$ cat src/rtl/core/rotary_position_rotate_assert.svh
// Assertion macros for the rotary position rotate block
`ifndef ROTARY_POSITION_ROTATE_ASSERT_SVH
`define ROTARY_POSITION_ROTATE_ASSERT_SVH

// Checked outside reset only
`define RPR_ASSERT_RUN(lbl, prop, msg) \
    lbl: assert property (@(posedge clk) disable iff (!rst_n) prop) else $error(msg);

// Checked at every edge, reset included
`define RPR_ASSERT_ALWAYS(lbl, prop, msg) \
    lbl: assert property (@(posedge clk) prop) else $error(msg);

`endif

$ cat src/rtl/core/rpr_pkg.sv
// Shared types, constants and helpers for the rotary position rotate block
`timescale 1ns / 1ps

package rpr_pkg;

    localparam int VALUE_W  = 16;
    localparam int TABLE_W  = 16;
    localparam int ADDR_W   = 14;
    localparam int TPOS_W   = 13;
    localparam int PAIR_W   = 7;
    localparam int HEAD_W   = 6;
    localparam int POS_W    = 12;
    localparam int PPH_W    = 8;
    localparam int IDX_W    = TPOS_W + PPH_W + 1;
    localparam int PROD_W   = VALUE_W + TABLE_W;
    localparam int SUM_W    = PROD_W + 2;
    localparam int FRAC_SH  = 14;
    localparam int CFG_IDX_W  = 3;
    localparam int CFG_DATA_W = 13;
    localparam int QUEUE_DEPTH = 4;
    localparam int QPTR_W   = $clog2(QUEUE_DEPTH);
    localparam int QCNT_W   = $clog2(QUEUE_DEPTH + 1);

    localparam logic [1:0] STATUS_OK    = 2'd0;
    localparam logic [1:0] STATUS_SHAPE = 2'd1;
    localparam logic [1:0] STATUS_SAT   = 2'd2;

    localparam logic REQ_TABLE_WRITE = 1'b0;
    localparam logic REQ_ROTATE      = 1'b1;

    typedef enum logic [CFG_IDX_W-1:0] {
        CFG_SEQUENCE_LENGTH = 3'd0,
        CFG_HEAD_COUNT      = 3'd1,
        CFG_PAIRS_PER_HEAD  = 3'd2,
        CFG_TABLE_POSITIONS = 3'd3,
        CFG_POSITION_OFFSET = 3'd4,
        CFG_ROTATE_BACKWARD = 3'd5
    } rpr_cfg_idx_t;

    typedef struct packed {
        logic                       req_type;
        logic                       start_of_tensor;
        logic [ADDR_W-1:0]          table_address;
        logic signed [TABLE_W-1:0]  table_cosine;
        logic signed [TABLE_W-1:0]  table_sine;
        logic signed [VALUE_W-1:0]  first_value;
        logic signed [VALUE_W-1:0]  second_value;
    } rpr_in_t;

    typedef struct packed {
        logic [1:0]                 status;
        logic signed [VALUE_W-1:0]  out_first;
        logic signed [VALUE_W-1:0]  out_second;
    } rpr_out_t;

    // One classified item between front and back
    typedef struct packed {
        logic                       is_rotate;
        logic                       pos_oor;
        logic [TPOS_W-1:0]          tpos;
        logic [PAIR_W-1:0]          pair;
        logic [ADDR_W-1:0]          table_address;
        logic signed [TABLE_W-1:0]  table_cosine;
        logic signed [TABLE_W-1:0]  table_sine;
        logic signed [VALUE_W-1:0]  first_value;
        logic signed [VALUE_W-1:0]  second_value;
    } rpr_entry_t;

    typedef struct packed {
        logic                       full;
        logic                       empty;
        logic [QCNT_W-1:0]          count;
    } rpr_qstat_t;

    // Settings the back end needs
    typedef struct packed {
        logic [PPH_W-1:0]           pair_span;
        logic                       backward;
    } rpr_bcfg_t;

    typedef struct packed {
        logic                       sat;
        logic signed [VALUE_W-1:0]  value;
    } rpr_rnd_t;

    // Round Q.26 to Q3.12 (half up, floor) and saturate
    function automatic rpr_rnd_t rpr_round_sat(input logic signed [SUM_W-1:0] x);
        logic signed [SUM_W-1:0]          t;
        logic signed [SUM_W-FRAC_SH-1:0]  r;
        logic signed [SUM_W-FRAC_SH-1:0]  hi;
        logic signed [SUM_W-FRAC_SH-1:0]  lo;
        rpr_rnd_t                         res;
        t  = x + SUM_W'(signed'(1 << (FRAC_SH - 1)));
        r  = (SUM_W-FRAC_SH)'(t >>> FRAC_SH);
        hi = (SUM_W-FRAC_SH)'((1 << (VALUE_W - 1)) - 1);
        lo = -hi - (SUM_W-FRAC_SH)'(1);
        if (r > hi)
        begin
            res.sat   = 1'b1;
            res.value = hi[VALUE_W-1:0];
        end
        else if (r < lo)
        begin
            res.sat   = 1'b1;
            res.value = lo[VALUE_W-1:0];
        end
        else
        begin
            res.sat   = 1'b0;
            res.value = r[VALUE_W-1:0];
        end
        return res;
    endfunction

endpackage

$ cat src/rtl/core/rpr_front.sv
// Front end: configuration registers, pair/head/position counters, item classification
`timescale 1ns / 1ps

module rpr_front (
    input  logic                              clk,
    input  logic                              rst_n,
    input  logic                              req_valid,
    output logic                              req_ready,
    input  rpr_pkg::rpr_in_t                  req,
    input  logic                              cfg_we,
    input  logic [rpr_pkg::CFG_IDX_W-1:0]     cfg_index,
    input  logic [rpr_pkg::CFG_DATA_W-1:0]    cfg_wdata,
    input  rpr_pkg::rpr_qstat_t               qstat,
    output logic                              push,
    output rpr_pkg::rpr_entry_t               entry,
    output rpr_pkg::rpr_bcfg_t                bcfg
);
    import rpr_pkg::*;

    logic [TPOS_W-1:0]  seq_len_reg;
    logic [PAIR_W-1:0]  head_cnt_cfg_reg;
    logic [PPH_W-1:0]   pph_reg;
    logic [TPOS_W-1:0]  tab_pos_reg;
    logic [POS_W-1:0]   offset_reg;
    logic               backward_reg;

    logic [PAIR_W-1:0]  pair_reg, pair_next;
    logic [HEAD_W-1:0]  head_reg, head_next;
    logic [POS_W-1:0]   pos_reg, pos_next;

    logic [PPH_W-1:0]   pph_eff;
    logic [PAIR_W-1:0]  hc_eff;
    logic [TPOS_W-1:0]  sl_eff;
    logic [PAIR_W-1:0]  pair_cur;
    logic [HEAD_W-1:0]  head_cur;
    logic [POS_W-1:0]   pos_cur;
    logic [PPH_W-1:0]   pair_inc;
    logic [PAIR_W-1:0]  head_inc;
    logic [TPOS_W-1:0]  pos_inc;
    logic [TPOS_W-1:0]  tpos;
    logic               rot_xfer;

    always_comb
    begin
        pph_eff = (pph_reg == '0) ? PPH_W'(1)
                : ((pph_reg > PPH_W'(128)) ? PPH_W'(128) : pph_reg);
        hc_eff  = (head_cnt_cfg_reg == '0) ? PAIR_W'(1)
                : ((head_cnt_cfg_reg > PAIR_W'(64)) ? PAIR_W'(64) : head_cnt_cfg_reg);
        sl_eff  = (seq_len_reg == '0) ? TPOS_W'(1)
                : ((seq_len_reg > TPOS_W'(4096)) ? TPOS_W'(4096) : seq_len_reg);
    end

    assign req_ready = !qstat.full;
    assign push      = req_valid && req_ready;
    assign rot_xfer  = push && (req.req_type == REQ_ROTATE);

    always_comb
    begin
        pair_cur = req.start_of_tensor ? '0 : pair_reg;
        head_cur = req.start_of_tensor ? '0 : head_reg;
        pos_cur  = req.start_of_tensor ? '0 : pos_reg;
        tpos     = TPOS_W'(offset_reg) + TPOS_W'(pos_cur);
        pair_inc = PPH_W'(pair_cur) + PPH_W'(1);
        head_inc = PAIR_W'(head_cur) + PAIR_W'(1);
        pos_inc  = TPOS_W'(pos_cur) + TPOS_W'(1);
        pair_next = pair_inc[PAIR_W-1:0];
        head_next = head_cur;
        pos_next  = pos_cur;
        if (pair_inc >= pph_eff)
        begin
            pair_next = '0;
            head_next = head_inc[HEAD_W-1:0];
            if (head_inc >= hc_eff)
            begin
                head_next = '0;
                pos_next  = (pos_inc >= sl_eff) ? '0 : pos_inc[POS_W-1:0];
            end
        end
    end

    always_comb
    begin
        entry.is_rotate     = (req.req_type == REQ_ROTATE);
        entry.pos_oor       = (tpos >= tab_pos_reg);
        entry.tpos          = tpos;
        entry.pair          = pair_cur;
        entry.table_address = req.table_address;
        entry.table_cosine  = req.table_cosine;
        entry.table_sine    = req.table_sine;
        entry.first_value   = req.first_value;
        entry.second_value  = req.second_value;
    end

    assign bcfg.pair_span = pph_eff;
    assign bcfg.backward  = backward_reg;

    always_ff @(posedge clk or negedge rst_n)
    begin
        if (!rst_n)
        begin
            seq_len_reg      <= TPOS_W'(1);
            head_cnt_cfg_reg <= PAIR_W'(1);
            pph_reg          <= PPH_W'(1);
            tab_pos_reg      <= TPOS_W'(1);
            offset_reg       <= '0;
            backward_reg     <= 1'b0;
        end
        else if (cfg_we)
        begin
            case (cfg_index)
                CFG_SEQUENCE_LENGTH: seq_len_reg      <= cfg_wdata;
                CFG_HEAD_COUNT:      head_cnt_cfg_reg <= cfg_wdata[PAIR_W-1:0];
                CFG_PAIRS_PER_HEAD:  pph_reg          <= cfg_wdata[PPH_W-1:0];
                CFG_TABLE_POSITIONS: tab_pos_reg      <= cfg_wdata;
                CFG_POSITION_OFFSET: offset_reg       <= cfg_wdata[POS_W-1:0];
                CFG_ROTATE_BACKWARD: backward_reg     <= cfg_wdata[0];
                default: ;
            endcase
        end
    end

    always_ff @(posedge clk or negedge rst_n)
    begin
        if (!rst_n)
        begin
            pair_reg <= '0;
            head_reg <= '0;
            pos_reg  <= '0;
        end
        else if (rot_xfer)
        begin
            pair_reg <= pair_next;
            head_reg <= head_next;
            pos_reg  <= pos_next;
        end
    end

endmodule

$ cat config.mk
export PLATFORM = sky130hd
export DESIGN_NAME = rpr_front
export DESIGN_NICKNAME = d
export VERILOG_FILES = /design/src/rtl/core/rotary_position_rotate_assert.svh /design/src/rtl/core/rpr_pkg.sv /design/src/rtl/core/rpr_front.sv
export SDC_FILE = /design/constraint.sdc
export NUM_CORES = 1
export LEC_CHECK = 0
export BUFFER_PORTS_ARGS = -buffer_cell sky130_fd_sc_hd__clkbuf_2
export CAP_MARGIN = 20
export CORE_AREA = 5 5 114 116
export CTS_BUF_LIST = sky130_fd_sc_hd__clkbuf_2 sky130_fd_sc_hd__clkbuf_4 sky130_fd_sc_hd__clkbuf_8
export DETAILED_ROUTE_END_ITERATION = 12
export DIE_AREA = 0 0 119 121
export MAX_ROUTING_LAYER = met4
export PLACE_DENSITY = 0.91
export SETUP_SLACK_MARGIN = 0.1
export SYNTH_ARGS = -nofsm -noshare
export SYNTH_HDL_FRONTEND = slang
export SYNTH_SLANG_ARGS = --single-unit
$ cat constraint.sdc
create_clock -name clk -period 4.7 [get_ports clk]
set_input_delay 0.705 -clock clk [delete_from_list [all_inputs] [get_ports clk]]
set_output_delay 0.705 -clock clk [all_outputs]
set_load 0.005 [all_outputs]
==> results.json <==
{
  "outcome": "complete, no violations",
  "cp.arrival_ps": 3770,
  "cts_tree": "done",
  "clk_latency_ps": 370,
  "io-pin-count": 216,
  "core_area_mm2": 0.0118,
  "final_cell_mix": "dfrtp_1 (75), nand2_1 (67), clkbuf_2 (54), ha_1 (52), mux2_2 (49)",
  "num-fill-cells": 981,
  "numClockSinks": 79,
  "drc": 0,
  "n_antenna_cell": 0,
  "rsz0062_at_grt": "false",
  "final.min_clock_period_ps": 4480,
  "dp_hpwl_um": 9710,
  "grt.total_usage_pct": 18.9,
  "p_leak_nw": 3.00,
  "skew_ps": 16.1,
  "syn_avg_cell_area_um2": 9.39,
  "rows": 40,
  "powerDensity_mw_per_mm2": 356,
  "syn-num-nets": 795,
  "drv_cap": 0,
  "antenna_found_initial": 0,
  "fmax_mhz": 223,
  "ir_drop_v": 0.000178,
  "fp.dieW_um": 119,
  "grt_pass1_wl_um": 21500,
  "max_slew_margin_pct": 31.6,
  "worst_setup_path_end_kind": "primary output",
  "die_h_um": 121,
  "synth_largest_area_cell": "dfrtp_1",
  "finalHoldViolCount": 0,
  "cts.root.buffer_cell": "clkbuf_8",
  "path_class": "primary input to primary output",
  "ys_seq_area_share_pct": 33.3,
  "clkTransAtPathRegs_ps": 80,
  "reg2reg_depth": 15,
  "mostFrequentLayoutCell": "dfrtp_1",
  "drtAntennaViolNets": 0,
  "numPortBuffers": 55,
  "synth_area_mm2": 0.00596,
  "tns_ps": 0,
  "synthCells": 634,
  "gr-total-overflow": 0,
  "drt-wirelength-per-cell_um": 17.2,
  "max_slew.worst_pin.slew_ps": 1020,
  "grt_pass1_vias": 4534,
  "ys.flop_type": "dfrtp_1",
  "synth_top_area_share_pct": 31.5,
  "start_kind": "primary input",
  "yosys_warnings": 0,
  "area_growth_pct": 4.08,
  "dr.pass1.iters": 5,
  "synthArstFlopShare_pct": 100,
  "cts_buffer_depth": 2,
  "grt_max_degree": 80,
  "drive_gt1_share_pct": 26.7,
  "synth_cell_type_count": 61,
  "final_util_pct": 52.5,
  "setup_viol": 0,
  "synth-edff-count": 0,
  "die_area_mm2": 0.0144,
  "wl_um": 13200,
  "globalplace.congestion": 0.870,
  "via_per_inst": 5.86,
  "nets": 777,
  "vias": 4498,
  "cts_buffers": 9,
  "synth-seq-cells": 79,
  "synthTopCellsByArea": "dfrtp_1 (32%), ha_1 (12%), buf_4 (10%)",
  "path_max_fanout": 2,
  "drv_slew": 0,
  "cp.required_ps": 3990,
  "hold_class": "primary input to asynchronous set/reset pin",
  "period_share_pct": 95.3,
  "drt_iter0_drc": 357,
  "cts_hold_buf": 0,
  "cts-htree-levels": 3,
  "start_util_pct": 50.4
}
-- cell type report --
| class | instances | area, um^2 | area share, % |
|---|---|---|---|
| multi-input cells | 426 | 3250 | 52.4 |
| repair buffers | 68 | 399 | 6.44 |
| inverters | 32 | 120 | 1.94 |
| well taps | 147 | 184 | 2.97 |
| clock buffers | 10 | 131 | 2.12 |
| flip-flops and latches | 79 | 1980 | 32.0 |
| clock inverters | 6 | 133 | 2.14 |
-- per-stage QoR --
step           cell area, um^2  cells  power (W)  hold WS [ps]  setup slack (ps)
3_5_place_dp              5830    749    0.00151           493               113
3_3_place_gp              5830    749    0.00147           475               230
4_1_cts                   6100    765    0.00219           511               101
6_report                  6200    768    0.00220           149               222
2_1_floorplan             5960    634    0.00135           409               416
5_1_grt                   6200    768    0.00233           141              36.9
-- critical path: stages --
cell	delay (ps)
clkbuf_2	110
and2b_1	220
ha_2	180
inv_1	60
fa_2	360
xnor2_1	210
xnor2_1	200
ha_1	310
o21a_1	110
o21a_1	170
o21a_1	160
o21ai_0	220
a21oi_1	130
a2111oi_1	390
o21ai_1	110
clkbuf_2	130
-- path summary, 6_finish.rpt --
path | start | endpoint | slack (ps)
max | req[78] | entry[98] | 220
min reg2reg | pair_reg[5]$_DFFE_PN0P_ | pair_reg[5]$_DFFE_PN0P_ | 510
max reg2reg | pos_reg[1]$_DFFE_PN0P_ | pos_reg[4]$_DFFE_PN0P_ | 990
min in group clk | pair_reg[5]$_DFFE_PN0P_ | pair_reg[5]$_DFFE_PN0P_ | 510
min | rst_n | tab_pos_reg[4]$_DFFE_PN0P_ | 150
max in group asynchronous | rst_n | pph_reg[0]$_DFFE_PN1P_ | 3940
-- synthesized netlist by cell type (all sizes together), types with 3 or more instances --
master  number
a22o         5
a31oi        3
nor4         4
xor2        10
nand2b       9
o21ai       39
a21o        12
a21oi       21
nor2b       22
o21a         4
ha          55
nand4        4
or3          3
inv         31
nand4b       3
nand2       68
nor3         5
dfstp        4
nand3       15
dfrtp       75
mux2        49
and2b        4
xnor2       12
buf         85
o211ai       7
nor2        27
o31ai        8
clkbuf      12
a211oi       4
and3         9
-- repair_timing --
action | CTS | global route
setup endpoints to repair | 1 | 1
pin swaps | 0 | 11
buffers inserted | 0 | 2
gates resized for setup | 1 | 16
-- where the power goes --
group / total (W) / internal, W / switching (W)
Sequential: 0.000886 / 0.000799 / 0.0000868
Combinational: 0.000648 / 0.000298 / 0.000350
Clock: 0.000670 / 0.000412 / 0.000258
Total: 0.00220 / 0.00151 / 0.000695
-- logic make-up (layout without fill, tap and decap cells) --
logic type	after synthesis	in the layout	synth area share, %
flip-flops	79	79	33.3
adder cells (fa/ha/maj)	57	57	12.1
buffers and inverters	129	116	13.4
AO/OA/AOI/OAI	116	116	13.0
AND/OR/NAND/NOR	182	182	15.8
XOR/XNOR	22	22	3.24
multiplexers	49	49	9.26
-- per-layer routing --
layer,share of wire (%),vias up,GRT usage [%],routed length (um)
li1,-,2098,-,-
met4,3.6,0,11.7,480
met3,4.7,38,3.31,618
met2,50,161,30.0,6580
met1,42,2201,22.5,5560
met5,0,-,-,0
Power figures use the tool's default switching activity.
