`src/rtl/core/rotary_position_rotate_assert.svh`:
```
// Assertion macros for the rotary position rotate block
`ifndef ROTARY_POSITION_ROTATE_ASSERT_SVH
`define ROTARY_POSITION_ROTATE_ASSERT_SVH

// Checked outside reset only
`define RPR_ASSERT_RUN(lbl, prop, msg) \
    lbl: assert property (@(posedge clk) disable iff (!rst_n) prop) else $error(msg);

// Checked at every edge, reset included
`define RPR_ASSERT_ALWAYS(lbl, prop, msg) \
    lbl: assert property (@(posedge clk) prop) else $error(msg);

`endif

```
`src/rtl/core/rpr_pkg.sv`:
```
// Shared types, constants and helpers for the rotary position rotate block
`timescale 1ns / 1ps

package rpr_pkg;

    localparam int VALUE_W  = 16;
    localparam int TABLE_W  = 16;
    localparam int ADDR_W   = 14;
    localparam int TPOS_W   = 13;
    localparam int PAIR_W   = 7;
    localparam int HEAD_W   = 6;
    localparam int POS_W    = 12;
    localparam int PPH_W    = 8;
    localparam int IDX_W    = TPOS_W + PPH_W + 1;
    localparam int PROD_W   = VALUE_W + TABLE_W;
    localparam int SUM_W    = PROD_W + 2;
    localparam int FRAC_SH  = 14;
    localparam int CFG_IDX_W  = 3;
    localparam int CFG_DATA_W = 13;
    localparam int QUEUE_DEPTH = 4;
    localparam int QPTR_W   = $clog2(QUEUE_DEPTH);
    localparam int QCNT_W   = $clog2(QUEUE_DEPTH + 1);

    localparam logic [1:0] STATUS_OK    = 2'd0;
    localparam logic [1:0] STATUS_SHAPE = 2'd1;
    localparam logic [1:0] STATUS_SAT   = 2'd2;

    localparam logic REQ_TABLE_WRITE = 1'b0;
    localparam logic REQ_ROTATE      = 1'b1;

    typedef enum logic [CFG_IDX_W-1:0] {
        CFG_SEQUENCE_LENGTH = 3'd0,
        CFG_HEAD_COUNT      = 3'd1,
        CFG_PAIRS_PER_HEAD  = 3'd2,
        CFG_TABLE_POSITIONS = 3'd3,
        CFG_POSITION_OFFSET = 3'd4,
        CFG_ROTATE_BACKWARD = 3'd5
    } rpr_cfg_idx_t;

    typedef struct packed {
        logic                       req_type;
        logic                       start_of_tensor;
        logic [ADDR_W-1:0]          table_address;
        logic signed [TABLE_W-1:0]  table_cosine;
        logic signed [TABLE_W-1:0]  table_sine;
        logic signed [VALUE_W-1:0]  first_value;
        logic signed [VALUE_W-1:0]  second_value;
    } rpr_in_t;

    typedef struct packed {
        logic [1:0]                 status;
        logic signed [VALUE_W-1:0]  out_first;
        logic signed [VALUE_W-1:0]  out_second;
    } rpr_out_t;

    // One classified item between front and back
    typedef struct packed {
        logic                       is_rotate;
        logic                       pos_oor;
        logic [TPOS_W-1:0]          tpos;
        logic [PAIR_W-1:0]          pair;
        logic [ADDR_W-1:0]          table_address;
        logic signed [TABLE_W-1:0]  table_cosine;
        logic signed [TABLE_W-1:0]  table_sine;
        logic signed [VALUE_W-1:0]  first_value;
        logic signed [VALUE_W-1:0]  second_value;
    } rpr_entry_t;

    typedef struct packed {
        logic                       full;
        logic                       empty;
        logic [QCNT_W-1:0]          count;
    } rpr_qstat_t;

    // Settings the back end needs
    typedef struct packed {
        logic [PPH_W-1:0]           pair_span;
        logic                       backward;
    } rpr_bcfg_t;

    typedef struct packed {
        logic                       sat;
        logic signed [VALUE_W-1:0]  value;
    } rpr_rnd_t;

    // Round Q.26 to Q3.12 (half up, floor) and saturate
    function automatic rpr_rnd_t rpr_round_sat(input logic signed [SUM_W-1:0] x);
        logic signed [SUM_W-1:0]          t;
        logic signed [SUM_W-FRAC_SH-1:0]  r;
        logic signed [SUM_W-FRAC_SH-1:0]  hi;
        logic signed [SUM_W-FRAC_SH-1:0]  lo;
        rpr_rnd_t                         res;
        t  = x + SUM_W'(signed'(1 << (FRAC_SH - 1)));
        r  = (SUM_W-FRAC_SH)'(t >>> FRAC_SH);
        hi = (SUM_W-FRAC_SH)'((1 << (VALUE_W - 1)) - 1);
        lo = -hi - (SUM_W-FRAC_SH)'(1);
        if (r > hi)
        begin
            res.sat   = 1'b1;
            res.value = hi[VALUE_W-1:0];
        end
        else if (r < lo)
        begin
            res.sat   = 1'b1;
            res.value = lo[VALUE_W-1:0];
        end
        else
        begin
            res.sat   = 1'b0;
            res.value = r[VALUE_W-1:0];
        end
        return res;
    endfunction

endpackage

```
`src/rtl/core/rpr_queue.sv`:
```
// Short FIFO between the front and back ends
`timescale 1ns / 1ps

module rpr_queue (
    input  logic                  clk,
    input  logic                  rst_n,
    input  logic                  push,
    input  rpr_pkg::rpr_entry_t   wr_entry,
    input  logic                  pop,
    output rpr_pkg::rpr_entry_t   rd_entry,
    output rpr_pkg::rpr_qstat_t   qstat
);
    import rpr_pkg::*;

    rpr_entry_t         slot_reg [QUEUE_DEPTH];
    logic [QPTR_W-1:0]  wr_ptr_reg, wr_ptr_next;
    logic [QPTR_W-1:0]  rd_ptr_reg, rd_ptr_next;
    logic [QCNT_W-1:0]  count_reg, count_next;
    logic               do_push;
    logic               do_pop;

    assign qstat.full  = (count_reg == QCNT_W'(QUEUE_DEPTH));
    assign qstat.empty = (count_reg == '0);
    assign qstat.count = count_reg;
    assign do_push     = push && !qstat.full;
    assign do_pop      = pop && !qstat.empty;
    assign rd_entry    = slot_reg[rd_ptr_reg];

    always_comb
    begin
        wr_ptr_next = (wr_ptr_reg == QPTR_W'(QUEUE_DEPTH - 1)) ? '0 : wr_ptr_reg + QPTR_W'(1);
        rd_ptr_next = (rd_ptr_reg == QPTR_W'(QUEUE_DEPTH - 1)) ? '0 : rd_ptr_reg + QPTR_W'(1);
        count_next  = count_reg;
        if (do_push && !do_pop)
            count_next = count_reg + QCNT_W'(1);
        else if (do_pop && !do_push)
            count_next = count_reg - QCNT_W'(1);
    end

    always_ff @(posedge clk)
    begin
        if (do_push)
            slot_reg[wr_ptr_reg] <= wr_entry;
    end

    always_ff @(posedge clk or negedge rst_n)
    begin
        if (!rst_n)
        begin
            wr_ptr_reg <= '0;
            rd_ptr_reg <= '0;
            count_reg  <= '0;
        end
        else
        begin
            if (do_push)
                wr_ptr_reg <= wr_ptr_next;
            if (do_pop)
                rd_ptr_reg <= rd_ptr_next;
            count_reg <= count_next;
        end
    end

endmodule

```
`config.mk`:
```
export PLATFORM = sky130hd
export DESIGN_NAME = rpr_queue
export DESIGN_NICKNAME = d
export VERILOG_FILES = /design/src/rtl/core/rotary_position_rotate_assert.svh /design/src/rtl/core/rpr_pkg.sv /design/src/rtl/core/rpr_queue.sv
export SDC_FILE = /design/constraint.sdc
export NUM_CORES = 1
export LEC_CHECK = 0
export BUFFER_PORTS_ARGS = -buffer_cell sky130_fd_sc_hd__buf_4
export CAP_MARGIN = 20
export CELL_PAD_IN_SITES_DETAIL_PLACEMENT = 1
export CELL_PAD_IN_SITES_GLOBAL_PLACEMENT = 1
export CORE_MARGIN = 2
export CORE_UTILIZATION = 30
export CTS_CLUSTER_SIZE = 14
export DETAILED_ROUTE_END_ITERATION = 16
export GPL_TIMING_DRIVEN = 0
export MAX_ROUTING_LAYER = met4
export PLACE_DENSITY_LB_ADDON = 0.25
export SETUP_SLACK_MARGIN = 0.02
export SYNTH_ARGS = -nofsm -noshare
export SYNTH_HDL_FRONTEND = slang
export SYNTH_SLANG_ARGS = --single-unit
```
`constraint.sdc`:
```
create_clock -name clk -period 7.7 [get_ports clk]
set_input_delay 0 -clock clk [delete_from_list [all_inputs] [get_ports clk]]
set_output_delay 0 -clock clk [all_outputs]
set_load 0.01 [all_outputs]
```
==> results of run 1 <==
-- layer usage --
metal	wire length, um	GRT usage (%)
met4	779	4.65
met2	16000	21.1
met1	14100	17.2
met3	1780	3.14
met5	0	-
-- stage by stage --
stage,cells,util (%),instance area (um^2)
3_3_place_gp,1431,35.3,17300
3_5_place_dp,1441,35.8,17500
4_1_cts,1627,41.0,20000
2_1_floorplan,559,-,14900
5_1_grt,1629,41.0,20100
6_report,1629,41.0,20100
-- worst max path at each step --
stage                  start  cells past startpoint  slack, ns         endpoint
2_1_floorplan   count_reg[2]                      2       2.28   slot_reg[3][0]
3_3_place_gp   wr_ptr_reg[0]                      3      -2.05  slot_reg[3][38]
3_5_place_dp    count_reg[0]                      4       5.43  slot_reg[0][11]
4_1_cts        rd_ptr_reg[1]                      4       5.27     rd_entry[57]
5_1_grt        rd_ptr_reg[1]                      4       5.24     rd_entry[57]
6_report       rd_ptr_reg[1]                      4       5.40     rd_entry[57]
-- critical path, cell delays in order (launching register included) --
cell,delay (ns)
dfrtp_1,0.43
buf_2,0.38
buf_2,0.38
mux4_2,0.35
buf_4,0.17
-- cells in the mapped netlist, drive strengths merged --
library cell,number,area share (%)
nor2b,1,0.059
edfxtp,400,81
o31ai,1,0.084
and2,3,0.13
nor2,3,0.076
nor3b,1,0.084
buf,21,1.1
inv,3,0.076
nand2,1,0.025
a21o,1,0.050
mux4,100,15
mux2,4,0.30
dfrtp,7,1.2
xnor2,1,0.059
clkbuf,1,0.025
ha,6,0.50
xor2,2,0.12
fa,1,0.13
nor3,2,0.067
-- power by group --
part	leakage, nW	total [W]	internal, W	switching, W
logic	2.39	0.00239	0.00121	0.00119
clock network	0.732	0.00215	0.00130	0.000855
registers	3.75	0.00303	0.00292	0.000108
total	6.87	0.00757	0.00542	0.00215
-- logic make-up (layout without fill, tap and decap cells) --
kind of cell | count (synthesis) | in the layout | synth area share, %
compound gates | 2 | 2 | 0.135
xor+xnor | 3 | 3 | 0.177
fa+ha+maj | 7 | 7 | 0.639
buf+inv | 25 | 429 | 1.22
flops | 407 | 407 | 81.9
mux | 104 | 104 | 15.4
other cells | 0 | 2 | 0
simple gates | 11 | 11 | 0.437
-- layout make-up --
type                            instances  area share, %
Multi-Input combinational cell        127           12.6
Inverter                                3         0.0562
Clock buffer                           55           6.12
Timing Repair Buffer                  322           14.2
Antenna cell                            2         0.0250
Tap cell                              664           4.14
Sequential cell                       407           60.8
Buffer                                 22          0.849
Clock inverter                         27           1.30
-- placed cells by master, fill, tap and decap left out, types with 3 or more instances in the layout --
master | netlist | layout
and2_4 | 0 | 3
mux4_2 | 100 | 100
edfxtp_1 | 400 | 400
clkinv_2 | 0 | 8
dfrtp_1 | 7 | 7
bufinv_16 | 0 | 5
clkbuf_16 | 0 | 47
buf_6 | 9 | 9
dlygate4sd3_1 | 0 | 104
buf_16 | 0 | 5
buf_4 | 2 | 210
buf_2 | 10 | 10
clkbuf_1 | 1 | 7
ha_1 | 6 | 6
mux2_2 | 4 | 4
buf_12 | 0 | 5
inv_1 | 3 | 3
clkinv_1 | 0 | 10
-- what timing repair did --
action	4_1_cts	5_1_grt
hold endpoints to repair	423	0
endpoints found under the setup margin	0	0
hold buffers	104	0
==> reports/metrics.cfg, run 1 <==
[outcome]
status = finished, final reports clean

[setup_path]
cp_data_required_time_ns = 7.70
rr_worst_depth = 6
r2r-start = count_reg[0]
reg2reg_slack_ns = 5.41
critical_path_arrival_ns = 2.30
worstPathMaxFanout = 10
start_kind = flop
worstSetupEndpointType = output port
reg2reg_to = count_reg[1]
timing.setup.critical_path_class = reg2out

[clock_network]
cts_sinks = 407
tritoncts = done
htreeDepth = 2
cts-resized-gates = 0
cts_max_path_buffers = 3
cts-root-buf = clkbuf_16
clk_latency_ns = 0.56
cts.clk_slew.worst_paths_ns = 0.06
numCtsBuffers = 45
cts_setup_buffers = 0

[sta]
maxSlewHeadroom_pct = 54.2
rsz0062_at_grt = false
setup_violations = 0
fin_crit_ns = 2.30
post-route-period-util_pct = 29.9
hold-worst-slack_ns = 0.172
layout_setup_ws_ns = 5.40
tightest_slew_ns = 0.686
slew_viol_final = 0
finClkSkew_ns = 0.0126
fin_setup_tns_ns = 0
hold_viol = 0
fmax_mhz = 434

[placed_design]
post-place-ws_ns = 5.43
gp_congestion = 0.678
dpl.hpwl_mm = 19.5
port_buffers = 208

[detailed_routing]
drt-initial-drc-count = 356
avgRoutedWirePerCell_um = 20.0
detail_route.first_pass.iterations = 4
routed_wl_mm = 32.6
route.vias.total = 7135
viasPerCell = 4.38
ant_nets = 0
drc = 0

[grt]
grt.overflow.total = 0
grtUsageTotal_pct = 13.5
grt_max_degree = 45
grt_pass1_wl_mm = 49.8
grt_antenna_before_repair = 2
grt_pass1_vias = 8112

[yosys]
yosysWarningCount = 0
synthCells = 559
synth_cell_type_count = 21
synth.avg_cell_area_um2 = 26.6
yosysSeqAreaShare_pct = 81.9
synth_nets = 670
synth.ff_latch_count = 407
synthesis.area_um2 = 14900

[pwr]
power_w = 0.00757
powerDensity_nw_per_um2 = 378
peakVddDrop_mv = 0.248
p_leak_nw = 6.87

[die]
core_um2 = 49000
start_util_pct = 30.4
die-area_um2 = 51400
die_y_um = 227
die-width_um = 227
rows = 81
io_pins = 209

[layout]
layout.area.seq_um2 = 12200
area_growth_syn_to_layout_pct = 34.8
fill_cells = 4655
largest_register_ffs = 400
drive_above_1_share_pct = 43.2
multiInputGateArea_um2 = 2520
fin_nets = 1039

[worst_hold_path]
holdPathEnd = slot_reg[1][74]
hold_path_class = in2reg
holdPathStages = 2
hp-start = wr_entry[74]

[run]
drv_cap = 0

Note: power is estimated with default switching activity, not from simulation.
==> run 2, diff against run 1 <==
==> constraint.sdc (replaced) <==
create_clock -name clk -period 1.9 [get_ports clk]
set_input_delay 0 -clock clk [delete_from_list [all_inputs] [get_ports clk]]
set_output_delay 0 -clock clk [all_outputs]
set_load 0.01 [all_outputs]
==> reports/metrics.cfg, run 2 (synthesized netlist as in run 1, its figures left out) <==
[worst_hold_path]
holdPathStages = 2  ; unchanged
hold_path_class = in2reg

[sta]
fmax_mhz = 490
tightest_slew_ns = 0.465  ; -0.221 ns
maxSlewHeadroom_pct = 69.0  ; +15 points
post-route-period-util_pct = 107
hold_viol = 0  ; unchanged
slew_viol_final = 0  ; unchanged
setup_violations = 102  ; +102
layout_setup_ws_ns = -0.141  ; -5.54 ns
hold-worst-slack_ns = 0.179  ; +0.00712 ns
finClkSkew_ns = 0.0145  ; +0.00194 ns
fin_crit_ns = 2.04
rsz0062_at_grt = true

[setup_path]
start_kind = flop
crit_path_max_incr_delay_ns = 0.49  ; +0.06 ns
cp_common_cell = buf_4
timing.setup.critical_path_class = reg2out
worstPathMaxFanout = 5  ; -5
cp_data_required_time_ns = 1.90  ; -5.80 ns
worstSetupEndpointType = output port
rr_worst_depth = 8  ; +2
worstPathCellList = buf_4 > bufbuf_16 > mux4_2 > buf_4
critical_path_arrival_ns = 2.04  ; -0.26 ns
cp_slowest_cell = mux4_2

[die]
rows = 81  ; unchanged
die_y_um = 227  ; unchanged
die-area_um2 = 51400  ; unchanged
start_util_pct = 30.4  ; unchanged
io_pins = 209  ; unchanged
die-width_um = 227  ; unchanged
core_um2 = 49000  ; unchanged

[clock_network]
tritoncts = done
cts_max_path_buffers = 3  ; unchanged
htreeDepth = 2  ; unchanged
cts_sinks = 407  ; unchanged
cts.clk_slew.worst_paths_ns = 0.06  ; about the same
numCtsBuffers = 44  ; -2.2%
cts-root-buf = clkbuf_16
clk_latency_ns = 0.55  ; about the same

[pwr]
pwr-share-clk_pct = 25.1  ; -3.3 points
p_leak_nw = 7.12  ; +3.6%
powerDensity_nw_per_um2 = 1550  ; +310%
sw_frac_of_total_pct = 28.9  ; +0.51 points
intPower_w = 0.0228  ; +320%
peakVddDrop_mv = 0.889  ; +260%
combPwrFrac_pct = 36.7  ; +5.1 points
p_switching_w = 0.00925  ; +330%
seqPwrFrac_pct = 38.2  ; -1.8 points

[grt]
grt_pass1_vias = 8317  ; +2.5%
grt_max_degree = 52  ; +16%
grt_antenna_before_repair = 1  ; -1
grt.overflow.total = 0  ; unchanged
grt_pass1_wl_mm = 52.6  ; +5.6%
grtUsageTotal_pct = 14.4  ; +0.97 points

[placed_design]
dp_cells = 1440  ; -0.069%
dpl.hpwl_mm = 19.8  ; +1.4%
gp_congestion = 0.671  ; -1.0%
port_buffers = 208  ; unchanged

[detailed_routing]
route.vias.total = 7274  ; +1.9%
avgRoutedWirePerCell_um = 21.3  ; +6.3%
ant_nets = 0  ; unchanged
detail_route.first_pass.iterations = 4  ; unchanged
viasPerCell = 4.40  ; +0.35%
routed_wl_mm = 35.2  ; +8.0%
drc = 0  ; unchanged
drt-initial-drc-count = 266  ; -25%

[run]
drv_cap = 0  ; unchanged

[layout]
drive_above_1_share_pct = 45.7  ; +2.5 points
fin_nets = 1069  ; +2.9%
postLayoutCoreUtil_pct = 42.3  ; +1.3 points
largest_register_ffs = 400  ; unchanged
area_growth_syn_to_layout_pct = 39.1
final_cell_mix = edfxtp_1, buf_4, dlygate4sd3_1
layoutNonFillerInstCount = 1655  ; +1.6%
final_common_cell = edfxtp_1

[outcome]
violations = setup timing
status = finished with violations

-- run 2: path summary, 6_finish.rpt --
| check | from | end | slack [ns] |
|---|---|---|---|
| max | rd_ptr_reg[0] | rd_entry[80] | -0.14 |
| min | wr_entry[42] | slot_reg[1][42] | 0.18 |
| max reg2reg | count_reg[0] | count_reg[2] | -0.05 |
| min reg2reg | wr_ptr_reg[1] | wr_ptr_reg[1] | 0.58 |
| max in group asynchronous | rst_n | rd_ptr_reg[0] | 1.21 |
| min in group asynchronous | rst_n | count_reg[2] | 0.41 |
-- run 2: cell type report --
class / instances / area, um^2
clock buffers: 54 / 1160
diodes: 1 / 2.50
clock inverters: 24 / 176
repair buffers: 349 / 3410
inverters: 3 / 11.3
multi-input cells: 131 / 2600
flip-flops and latches: 407 / 12200
fillers: 4621 / 28300
plain buffers: 22 / 310
well taps: 664 / 831
-- run 2: power groups by stage --
stage               combinational [W]  sequential (W)  clock [W]
global placement              0.00965          0.0125          0
floorplan                     0.00532          0.0124          0
detailed placement            0.00995          0.0125          0
CTS                            0.0121          0.0123    0.00830
global route                   0.0127          0.0124    0.00859
finish                         0.0117          0.0122    0.00803
-- run 2: through the flow --
stage,cell area [um^2],total power [W],setup slack [ns],setup TNS (ns)
floorplan,14900,0.0177,-0.637,-110.07
global placement,17300,0.0222,-2.22,-494.13
detailed placement,17500,0.0224,-0.635,-103.76
CTS,20600,0.0326,-0.207,-16.59
global route,20700,0.0337,-0.216,-17.83
finish,20700,0.0320,-0.141,-8.96
-- run 2: metal layers --
layer,share of wire (%),vias up,global-route usage (%)
met4,2.0,0,4.29
met1,42,3826,17.9
met5,0,-,-
met2,51,160,23.7
met3,4.9,57,3.21
li1,-,3231,-
-- run 2: critical path: cells and delay by family, from the launching register on --
kind                   cells  cell delay, ns
buffers and inverters      3            0.61
flip-flops                 1            0.39
multiplexers               1            0.49
-- run 2: timing repair --
action | CTS | global route
pin swaps | 9 | 4
hold buffers | 104 | 0
cloned | 7 | 0
setup endpoints to repair | 437 | 102
resized for setup | 108 | 12
setup buffers | 25 | 0
hold endpoints to repair | 412 | 0
==> run 3, diff against run 2 <==
--- a/config.mk
+++ b/config.mk
@@ -10,13 +10,14 @@
 export CELL_PAD_IN_SITES_DETAIL_PLACEMENT = 1
 export CELL_PAD_IN_SITES_GLOBAL_PLACEMENT = 1
 export CORE_MARGIN = 2
-export CORE_UTILIZATION = 30
+export CORE_UTILIZATION = 45
 export CTS_CLUSTER_SIZE = 14
 export DETAILED_ROUTE_END_ITERATION = 16
 export GPL_TIMING_DRIVEN = 0
 export MAX_ROUTING_LAYER = met4
 export PLACE_DENSITY_LB_ADDON = 0.25
 export SETUP_SLACK_MARGIN = 0.02
+export SKIP_CTS_REPAIR_TIMING = 1
 export SYNTH_ARGS = -nofsm -noshare
 export SYNTH_HDL_FRONTEND = slang
 export SYNTH_SLANG_ARGS = --single-unit
==> reports/metrics.cfg, run 3 (synthesized netlist as in run 1, its figures left out) <==
[outcome]
status = finished with violations
violations = setup timing

[pwr]
p_switching_w = 0.00900  ; -2.7%
pwr-share-clk_pct = 23.7  ; -1.4 points
powerDensity_nw_per_um2 = 1550  ; +0.16%
p_leak_nw = 7.04  ; -1.1%
power_w = 0.0313  ; -2.1%
sw_frac_of_total_pct = 28.7  ; -0.18 points
peakVddDrop_mv = 0.922  ; +3.8%
combPwrFrac_pct = 36.8  ; about the same
intPower_w = 0.0223  ; -1.9%
seqPwrFrac_pct = 39.5  ; +1.3 points

[layout]
final_cell_mix = edfxtp_1, buf_4, dlygate4sd3_1
postLayoutCoreUtil_pct = 62.1  ; +20 points
fill_cells = 2694  ; -42%
largest_register_ffs = 400  ; unchanged
drive_above_1_share_pct = 44.9  ; -0.75 points
layoutNonFillerInstCount = 1425  ; -14%
final_common_cell = edfxtp_1
area_growth_syn_to_layout_pct = 35.9
fin_nets = 1061  ; -0.75%

[setup_path]
start_kind = flop
cp_data_required_time_ns = 1.90  ; about the same
worstSetupEndpointType = output port
cp_slowest_cell = mux4_2
timing.setup.critical_path_class = reg2out
crit_path_max_incr_delay_ns = 0.54  ; +0.05 ns
crit_family = multiplexers
critPathBufInv = 3  ; unchanged
worstPathCellList = buf_12 > buf_12 > mux4_2 > buf_6
critical_path_arrival_ns = 2.10  ; +0.06 ns
worstPathMaxFanout = 10  ; +5
cp_common_cell = buf_12

[die]
start_util_pct = 45.7  ; +15 points
io_pins = 209  ; unchanged
die-width_um = 186  ; -18%
rows = 66  ; -19%
die-area_um2 = 34500  ; -33%
die_y_um = 186  ; -18%
core_um2 = 32500  ; -34%

[sta]
tightest_slew_ns = 0.785  ; +0.319 ns
hold-worst-slack_ns = 0.120  ; -0.0597 ns
hold_viol = 0  ; unchanged
slew_viol_final = 0  ; unchanged
fin_crit_ns = 2.10  ; +0.0551 ns
setup_violations = 258  ; +150%
post-route-period-util_pct = 110  ; +2.9 points
fmax_mhz = 477  ; -2.6%
layout_setup_ws_ns = -0.196  ; -0.0551 ns
maxSlewHeadroom_pct = 47.6  ; -21 points
rsz0062_at_grt = true
finClkSkew_ns = 0.0148  ; +0.000324 ns

[detailed_routing]
routed_wl_mm = 33.3  ; -5.4%
drt-initial-drc-count = 388  ; +46%
drc = 0  ; unchanged
ant_nets = 0  ; unchanged
route.vias.total = 7290  ; +0.22%
avgRoutedWirePerCell_um = 23.3  ; +9.8%
viasPerCell = 5.12  ; +16%
detail_route.first_pass.iterations = 4  ; unchanged

[placed_design]
gp_congestion = 0.724  ; +8.0%
dp_cells = 1215  ; -16%
port_buffers = 208  ; unchanged
dpl.hpwl_mm = 18.6  ; -6.2%
post-place-ws_ns = -0.530  ; +0.105 ns

[worst_hold_path]
hold_path_class = in2reg

[grt]
grt.overflow.total = 0  ; unchanged
grt_pass1_vias = 7630  ; -8.3%
grt_max_degree = 53  ; +1.9%
grtUsageTotal_pct = 17.8  ; +3.4 points
grt_antenna_before_repair = 1  ; unchanged
grt_pass1_wl_mm = 44.6  ; -15%

[clock_network]
cts_max_path_buffers = 3  ; unchanged
tritoncts = done
htreeDepth = 2  ; unchanged
cts_sinks = 407  ; unchanged
numCtsBuffers = 43  ; -2.3%
clk_latency_ns = 0.53  ; -0.02 ns
cts.clk_slew.worst_paths_ns = 0.06  ; about the same
cts-root-buf = clkbuf_16

[run]
drv_cap = 0  ; unchanged

run 3: changes by cell type in the layout (fill, tap and decap cells not counted), sizes merged:
| cell | change |
|---|---|
| clkinv | -1 |
| inv | +2 |
| and2 | -1 |
| bufinv | -2 |
| clkbuf | +13 |
| buf | -12 |
| dlygate4sd3 | -1 |
| bufbuf | -3 |
| clkinvlp | -4 |
| nor2 | +1 |
run 3: per-stage QoR:
| stage | setup TNS, ns | cell area (um^2) |
|---|---|---|
| 3_5_place_dp | -125.72 | 17200 |
| 4_1_cts | -157.78 | 18400 |
| 3_3_place_gp | -380.04 | 17000 |
| 5_1_grt | -56.94 | 20200 |
| 6_report | -35.50 | 20200 |
| 2_1_floorplan | -110.07 | 14900 |
run 3: worst register-to-register path: cells and delay by family (launching register included):
family                 cells  cell delay [ns]
DFF                        1             0.42
and+or+nand+nor            3             0.91
buffers and inverters      1             0.31
run 3: power by group through the flow:
stage | clock network, W | registers (W) | logic, W
after floorplan | 0 | 0.0124 | 0.00532
after global placement | 0 | 0.0124 | 0.00914
after detailed placement | 0 | 0.0125 | 0.00948
after CTS | 0.00754 | 0.0124 | 0.00956
after global routing | 0.00791 | 0.0125 | 0.0123
final | 0.00742 | 0.0124 | 0.0115
run 3: layout make-up:
class                           instances  area, um^2  share of cell area (%)
Inverter                                3        11.3                  0.0557
Clock buffer                           58        1130                    5.60
Tap cell                              442         553                    2.74
Antenna cell                            1        2.50                  0.0124
Timing Repair Buffer                  342        3350                    16.6
Multi-Input combinational cell        131        2590                    12.8
Buffer                                 22         279                    1.38
Clock inverter                         19         103                   0.507
Sequential cell                       407       12200                    60.3
run 3: path summary, 6_finish.rpt:
check,endpoint,slack [ns],cells past startpoint,start
min,slot_reg[3][85],0.12,3,push
min in group asynchronous,count_reg[2],0.47,3,rst_n
max reg2reg,slot_reg[0][60],-0.19,4,count_reg[2]
max in group asynchronous,rd_ptr_reg[0],1.12,3,rst_n
max,rd_entry[66],-0.20,4,rd_ptr_reg[0]
min reg2reg,wr_ptr_reg[1],0.59,1,wr_ptr_reg[1]
run 3: routing by layer:
| metal | wire (um) | global-route usage, % | part of all wire, % | vias to the layer above |
|---|---|---|---|---|
| met5 | 0 | - | 0 | - |
| met4 | 578 | 4.13 | 1.7 | 0 |
| met3 | 1930 | 4.64 | 5.8 | 54 |
| met2 | 17200 | 29.4 | 52 | 243 |
| met1 | 13600 | 22.4 | 41 | 3791 |
| li1 | - | - | - | 3202 |
